[src/design/deq_pkg.sv]
// ----------------------------------------------------------------------------
// Double-ended queue package
// Sizes, request and status codes, and ring pointer helpers.
// ----------------------------------------------------------------------------
package deq_pkg;

   localparam int DEPTH      = 16;
   localparam int ITEM_WIDTH = 32;
   localparam int PTR_W      = (DEPTH > 1) ? $clog2(DEPTH) : 1;
   localparam int CNT_W      = $clog2(DEPTH + 1);

   typedef enum logic [1:0] {
      MODE_PUSH_HEAD = 2'd0,
      MODE_PUSH_TAIL = 2'd1,
      MODE_POP_HEAD  = 2'd2,
      MODE_POP_TAIL  = 2'd3
   } mode_type;

   typedef enum logic [1:0] {
      ST_OK    = 2'd0,
      ST_NULL  = 2'd1,
      ST_EMPTY = 2'd2,
      ST_FULL  = 2'd3
   } status_type;

   function automatic logic [PTR_W-1:0] ptr_next(input logic [PTR_W-1:0] p);
      return (p == PTR_W'(DEPTH - 1)) ? '0 : PTR_W'(p + 1'b1);
   endfunction

   function automatic logic [PTR_W-1:0] ptr_prev(input logic [PTR_W-1:0] p);
      return (p == '0) ? PTR_W'(DEPTH - 1) : PTR_W'(p - 1'b1);
   endfunction

endpackage

[src/design/double_ended_queue_top.sv]
// ----------------------------------------------------------------------------
// Double-ended queue
// Bounded deque of item words held in a ring buffer memory.
// ----------------------------------------------------------------------------
// Usage: each request beat on the req_ channel carries a mode (push at head,
// push at tail, pop head, pop tail) and an item word. Every request produces
// exactly one response beat on the rsp_ channel with the status, the popped
// item, the count after the operation, and the current head and tail items.
// A push of zero is refused as a null item, a pop of an empty queue reports
// empty, and a push into a full queue reports full; none of these change the
// queue.
// A push, a refused request, or a pop that leaves the queue empty answers
// in the cycle after acceptance. A pop that leaves items behind first
// passes through the S_READ state, because the new end item has to be
// fetched from the slot memory, whose read data is registered. The block
// works on one request at a time; the head and tail items are kept in
// registers, so a push never needs a read.
// Reset clears pointers, count and the end registers at once; slot memory
// keeps its contents and needs no clearing pass. When the receiver stalls, the
// response holds in its output register and one request is taken only once
// that register is being emptied.
// ----------------------------------------------------------------------------
module double_ended_queue_top
   import deq_pkg::*;
(
   input  logic        clock,
   input  logic        reset,
   input  logic        req_valid,
   output logic        req_ready,
   input  logic [1:0]  req_mode,
   input  logic [31:0] req_item,
   output logic        rsp_valid,
   input  logic        rsp_ready,
   output logic [1:0]  rsp_status,
   output logic [31:0] rsp_popped_item,
   output logic [4:0]  rsp_count,
   output logic [31:0] rsp_head_item,
   output logic [31:0] rsp_tail_item
);

   typedef enum logic {S_IDLE, S_READ} state_type;

   state_type             state_ff, state_in;
   logic [PTR_W-1:0]      head_idx_ff, head_idx_in;
   logic [PTR_W-1:0]      tail_idx_ff, tail_idx_in;
   logic [CNT_W-1:0]      count_ff, count_in;
   logic [ITEM_WIDTH-1:0] head_item_ff, head_item_in;
   logic [ITEM_WIDTH-1:0] tail_item_ff, tail_item_in;
   logic                  pop_tail_ff, pop_tail_in;
   logic                  rsp_valid_ff, rsp_valid_in;
   status_type            rsp_status_ff, rsp_status_in;
   logic [ITEM_WIDTH-1:0] rsp_popped_ff, rsp_popped_in;

   logic [ITEM_WIDTH-1:0] mem [DEPTH];
   logic                  wr_en;
   logic [PTR_W-1:0]      wr_addr;
   logic [ITEM_WIDTH-1:0] wr_data;
   logic                  rd_en;
   logic [PTR_W-1:0]      rd_addr;
   logic [ITEM_WIDTH-1:0] rd_data_ff;

   logic                  accept;
   logic [ITEM_WIDTH-1:0] item_w;
   logic                  empty;
   logic                  full;
   logic                  last_one;
   logic [PTR_W-1:0]      head_next;
   logic [PTR_W-1:0]      head_prev;
   logic [PTR_W-1:0]      tail_prev;
   logic [PTR_W-1:0]      tail_prev2;
   mode_type              mode;

   assign req_ready  = (state_ff == S_IDLE) && (!rsp_valid_ff || rsp_ready);
   assign accept     = req_valid && req_ready;
   assign mode       = mode_type'(req_mode);
   assign item_w     = ITEM_WIDTH'(req_item);
   assign empty      = (count_ff == '0);
   assign full       = (count_ff == CNT_W'(DEPTH));
   assign last_one   = (count_ff == CNT_W'(1));
   assign head_next  = ptr_next(head_idx_ff);
   assign head_prev  = ptr_prev(head_idx_ff);
   assign tail_prev  = ptr_prev(tail_idx_ff);
   assign tail_prev2 = ptr_prev(tail_prev);

   always_comb begin
      state_in      = state_ff;
      head_idx_in   = head_idx_ff;
      tail_idx_in   = tail_idx_ff;
      count_in      = count_ff;
      head_item_in  = head_item_ff;
      tail_item_in  = tail_item_ff;
      pop_tail_in   = pop_tail_ff;
      rsp_valid_in  = rsp_valid_ff && !rsp_ready;
      rsp_status_in = rsp_status_ff;
      rsp_popped_in = rsp_popped_ff;
      wr_en         = 1'b0;
      wr_addr       = head_prev;
      wr_data       = item_w;
      rd_en         = 1'b0;
      rd_addr       = head_next;

      unique case (state_ff)
         S_IDLE: begin
            if (accept) begin
               rsp_status_in = ST_OK;
               rsp_popped_in = '0;
               rsp_valid_in  = 1'b1;
               unique case (mode) inside
                  MODE_PUSH_HEAD, MODE_PUSH_TAIL: begin
                     if (item_w == '0) begin
                        rsp_status_in = ST_NULL;
                     end else if (full) begin
                        rsp_status_in = ST_FULL;
                     end else begin
                        count_in = CNT_W'(count_ff + 1'b1);
                        wr_en    = 1'b1;
                        if (mode == MODE_PUSH_HEAD) begin
                           wr_addr      = head_prev;
                           head_idx_in  = head_prev;
                           head_item_in = item_w;
                           if (empty) begin
                              tail_item_in = item_w;
                           end
                        end else begin
                           wr_addr      = tail_idx_ff;
                           tail_idx_in  = ptr_next(tail_idx_ff);
                           tail_item_in = item_w;
                           if (empty) begin
                              head_item_in = item_w;
                           end
                        end
                     end
                  end
                  MODE_POP_HEAD, MODE_POP_TAIL: begin
                     if (empty) begin
                        rsp_status_in = ST_EMPTY;
                     end else begin
                        count_in    = CNT_W'(count_ff - 1'b1);
                        pop_tail_in = (mode == MODE_POP_TAIL);
                        if (mode == MODE_POP_HEAD) begin
                           rsp_popped_in = head_item_ff;
                           head_idx_in   = head_next;
                           rd_addr       = head_next;
                        end else begin
                           rsp_popped_in = tail_item_ff;
                           tail_idx_in   = tail_prev;
                           rd_addr       = tail_prev2;
                        end
                        if (last_one) begin
                           head_item_in = '0;
                           tail_item_in = '0;
                        end else begin
                           // The new end item comes back from memory next cycle.
                           rd_en        = 1'b1;
                           rsp_valid_in = 1'b0;
                           state_in     = S_READ;
                        end
                     end
                  end
               endcase
            end
         end
         S_READ: begin
            if (pop_tail_ff) begin
               tail_item_in = rd_data_ff;
            end else begin
               head_item_in = rd_data_ff;
            end
            rsp_valid_in = 1'b1;
            state_in     = S_IDLE;
         end
      endcase
   end

   always_ff @(posedge clock) begin
      if (reset) begin
         state_ff     <= S_IDLE;
         head_idx_ff  <= '0;
         tail_idx_ff  <= '0;
         count_ff     <= '0;
         head_item_ff <= '0;
         tail_item_ff <= '0;
         pop_tail_ff  <= 1'b0;
         rsp_valid_ff <= 1'b0;
      end else begin
         state_ff     <= state_in;
         head_idx_ff  <= head_idx_in;
         tail_idx_ff  <= tail_idx_in;
         count_ff     <= count_in;
         head_item_ff <= head_item_in;
         tail_item_ff <= tail_item_in;
         pop_tail_ff  <= pop_tail_in;
         rsp_valid_ff <= rsp_valid_in;
      end
      rsp_status_ff <= rsp_status_in;
      rsp_popped_ff <= rsp_popped_in;
   end

   always_ff @(posedge clock) begin
      if (wr_en) begin
         mem[wr_addr] <= wr_data;
      end
      if (rd_en) begin
         rd_data_ff <= mem[rd_addr];
      end
   end

   assign rsp_valid       = rsp_valid_ff;
   assign rsp_status      = rsp_status_ff;
   assign rsp_popped_item = 32'(rsp_popped_ff);
   assign rsp_count       = 5'(count_ff);
   assign rsp_head_item   = 32'(head_item_ff);
   assign rsp_tail_item   = 32'(tail_item_ff);

   // A live queue never holds the null item, so its ends read nonzero.
   a_ends_live: assert property (@(posedge clock) disable iff (reset)
      (count_ff != '0 && state_ff == S_IDLE) |-> (head_item_ff != '0 && tail_item_ff != '0))
      else $error("queue holds items but an end register reads zero");

   a_ends_empty: assert property (@(posedge clock) disable iff (reset)
      (count_ff == '0) |-> (head_item_ff == '0 && tail_item_ff == '0))
      else $error("empty queue shows a nonzero end item");

   a_count_bound: assert property (@(posedge clock) disable iff (reset)
      count_ff <= CNT_W'(DEPTH))
      else $error("item count exceeds depth");

   a_read_no_rsp: assert property (@(posedge clock) disable iff (reset)
      (state_ff == S_READ) |-> !rsp_valid_ff)
      else $error("response pending while a pop waits on memory");

   a_read_one_cycle: assert property (@(posedge clock) disable iff (reset)
      (state_ff == S_READ) |=> (state_ff == S_IDLE && rsp_valid_ff))
      else $error("pop did not complete after the memory read");

endmodule

[config.mk]
export PLATFORM = sky130hd
export DESIGN_NAME = double_ended_queue_top
export DESIGN_NICKNAME = d
export VERILOG_FILES = /design/src/design/deq_pkg.sv /design/src/design/double_ended_queue_top.sv
export SDC_FILE = /design/constraint.sdc
export NUM_CORES = 1
export LEC_CHECK = 0
export ABC_CLOCK_PERIOD_IN_PS = 7500
export BUFFER_PORTS_ARGS = -buffer_cell sky130_fd_sc_hd__buf_2
export CORE_ASPECT_RATIO = 0.5
export CORE_MARGIN = 10
export CORE_UTILIZATION = 45
export CTS_CLUSTER_DIAMETER = 30
export DETAILED_ROUTE_END_ITERATION = 10
export HOLD_SLACK_MARGIN = 0.03
export RECOVER_POWER = 50
export SYNTH_ARGS = -nofsm -noshare
export SYNTH_HDL_FRONTEND = slang
export SYNTH_SLANG_ARGS = --single-unit
[constraint.sdc]
create_clock -name clock -period 7.5 [get_ports clock]
set_input_delay 1.125 -clock clock [delete_from_list [all_inputs] [get_ports clock]]
set_output_delay 1.125 -clock clock [all_outputs]
set_load 0.1 [all_outputs]
==> flow_summary_export.csv <==
group,metric,value,unit
status,run_status,"finished, violations left",
status,violations,"capacitance limit, slew limit",
sta,period_needed,5730,ps
clock_tree,post_cts_resize_count,0,
clock_tree,ctsRootBufferMaster,"clkbuf_16",
layout,syn_to_final_growth,17.0,%
global_route,grt_pass1_vias,19200,
worst_setup_path,critPathLaunchType,"input pin",
yosys,synth_area_per_cell,12.8,um^2
layout,layout-drive-gt1-share,11.9,%
yosys,synthesis.area,28000,um^2
sta,finalMaxSlewViolations,84,
floorplan,io-pin-count,143,
global_route,antenna_found_initial,5,
worst_setup_path,cp_common_cell,"nand2_1",
clock_tree,cts_setup_buffers,0,
yosys,yosysSeqAreaShare,67.6,%
floorplan,die_y,196,um
routing,wl,85400,um
power,finalPower,12.1,mW
worst_setup_path,crit_fanout,34,
worst_setup_path,cp_slowest_stage_delay,1460,ps
worst_setup_path,end_kind,"register",
clock_tree,clk-insertion-delay-late,650,ps
placed_design,dpl.hpwl,47700,um
yosys,ys_types,63,
yosys,post-synth-top-count-cell,"edfxtp_1",
sta,fmax,175,MHz
power,irDropWorstVdd,0.000183,V
routing,via_per_inst,6.26,
worst_setup_path,worstSetupPathType,"input pin to register",
layout,nNetsFinal,2350,
placed_design,routabilityCongestion,0.769,
placed_design,place_area,29600,um^2
layout,final_cell_area,32800,um^2
sta,worstMarginPinSlew,2440,ps
routing,num_vias,20100,
sta,clock-skew-final,23.3,ps
yosys,synth_top_area_share,61.9,%
sta,timing.setup.tns,0,ps
yosys,ys_warn_count,0,
clock_tree,cts_hold_buf,0,
global_route,use_met2,31.8,%
layout,nFillCells,5172,
floorplan,dieArea,73300,um^2
global_route,grt_max_degree,98,
sta,setup_violations,0,
yosys,synth_top_area_cell,"edfxtp_1",
global_route,grt_pass1_wl,127000,um
global_route,track_usage,22.5,%
clock_tree,clockBufferDepth,3,
global_route,busiest_layer,"met1",
clock_tree,cts_tree,"built",
floorplan,num_rows,64,
clock_tree,cts_made_buffers,100,
worst_setup_path,required,7800,ps
sta,rsz0062_at_grt,"false",
power,leakagePower,10.6,nW
yosys,synth_cells,2198,
yosys,async_flop_share,0,%
worst_setup_path,critPathSlowestCell,"clkbuf_1",
routing,first_pass_iters,6,
clock_tree,clkTransAtPathRegs,50,ps
placed_design,numPortBuffers,142,
yosys,synth_seq_cells,658,
global_route,met3_usage,8.06,%
layout,fin_cells,3209,
yosys,synth_edf_count,578,
job,maxCapViolations,3,
floorplan,start_util,45.6,%
routing,wire_per_inst,26.6,um
clock_tree,h-tree-depth,3,
placed_design,dp.cells,3022,
global_route,overflow,0,
clock_tree,cts.sinks,658,
worst_setup_path,path_cells,"clkbuf_1 -> nand2b_1 -> clkbuf_1 -> nand2_1 -> a2111oi_4 -> nand2_1 -> mux2i_1 -> nand2_1 -> nor2_4 -> buf_4",
sta,final.period_utilization,76.4,%
global_route,use_met1,32.5,%
hold_path,hp-class,"register to register",
routing,drcViolationCount,0,
yosys,synth-main-ff-cell,"edfxtp_1",
routing,first_iter_violations,2347,
floorplan,core_area,61400,um^2
sta,hold_violations,0,
routing,ant_nets,0,
yosys,syn_nets,2249,
floorplan,die_w,373,um
sta,hold_slack,513,ps
worst_setup_path,worstPathArrival,6030,ps
power,power_density,370,nW/um^2
sta,maxSlewHeadroom,-63.0,%
yosys,synth_common_cells,"578 x edfxtp_1, 226 x nand3_1, 156 x nand2_1, 143 x a21oi_1, 137 x o21ai_0",
yosys,synth_area_leaders,"edfxtp_1 62%, dfxtp_1 5.7%, nand3_1 4.0%",
[critical path: cells and delay by family]
| kind | cells | cell delay [ps] |
|---|---|---|
| mux | 1 | 270 |
| simple gates | 5 | 2020 |
| compound gates | 1 | 530 |
| buf+inv | 3 | 2050 |
[per-stage QoR]
step | setup WS [ps] | utilization [%]
floorplan | 3080 | -
global placement | 2500 | 48.2
detailed placement | 2390 | 48.2
CTS | 2620 | 53.7
global route | 1540 | 53.4
finish | 1770 | 53.4
[cell usage in the layout, fill, tap and decap left out, drive strengths merged, types with 32 or more instances in the layout]
cell,n
nor2,108
dfxtp,80
a211oi,68
inv,39
o21ai,138
a21oi,145
clkinv,32
a32oi,65
nand4,35
o311ai,32
nor3,39
nand2,157
mux2i,73
o31ai,34
and2,34
clkbuf,243
edfxtp,578
buf,62
nand3,226
a221o,63
[sequential cells by signal, indices dropped and copies added, names as in the netlist, 2 cells and up]
signal,cells
mem,512
rd_data_ff,32
rsp_head_item,32
rsp_popped_item,32
rsp_tail_item,32
rsp_count,5
head_idx_ff,4
tail_idx_ff,4
rsp_status,2
[metal layers]
| metal | part of all wire, % | vias up |
|---|---|---|
| li1 | - | 8835 |
| met1 | 44 | 10100 |
| met2 | 42 | 1053 |
| met3 | 12 | 135 |
| met4 | 2.1 | 6 |
| met5 | 0.048 | - |
[cells by family after synthesis]
logic type / after synthesis / synth area share, %
simple gates: 668 / 11.9
flops: 658 / 67.6
compound gates: 565 / 13.8
buf+inv: 212 / 3.24
mux: 75 / 2.69
fa+ha+maj: 13 / 0.580
xor+xnor: 7 / 0.219
[final cells by class]
| type | count | area [um^2] | share of cell area [%] |
|---|---|---|---|
| flip-flops and latches | 658 | 19000 | 57.8 |
| multi-input cells | 1328 | 8390 | 25.6 |
| clock buffers | 106 | 2570 | 7.83 |
| well taps | 825 | 1030 | 3.15 |
| repair buffers | 199 | 962 | 2.93 |
| clock inverters | 79 | 828 | 2.53 |
| inverters | 12 | 45.0 | 0.137 |
| diodes | 2 | 5.00 | 0.0153 |
[path summary, 6_finish.rpt]
kind                                    endpoint  slack [ps]  depth (start not counted)                      startpoint
setup / recovery            mem[0][25]$_DFFE_PP_        1770                         10                       rsp_ready
hold / removal    rsp_tail_item[29]$_SDFFE_PP0P_         510                          2  rsp_tail_item[29]$_SDFFE_PP0P_
setup reg to reg            mem[0][25]$_DFFE_PP_        2100                          9            rsp_valid$_SDFF_PP0_
hold reg to reg   rsp_tail_item[29]$_SDFFE_PP0P_         510                          2  rsp_tail_item[29]$_SDFFE_PP0P_
[where the power goes]
part	internal, mW	total, mW	switching [mW]
sequential	4.24	4.37	0.124
combinational	0.706	3.09	2.38
clock	2.85	4.68	1.83
total	7.80	12.1	4.34
(Power assumes the default switching activity.)
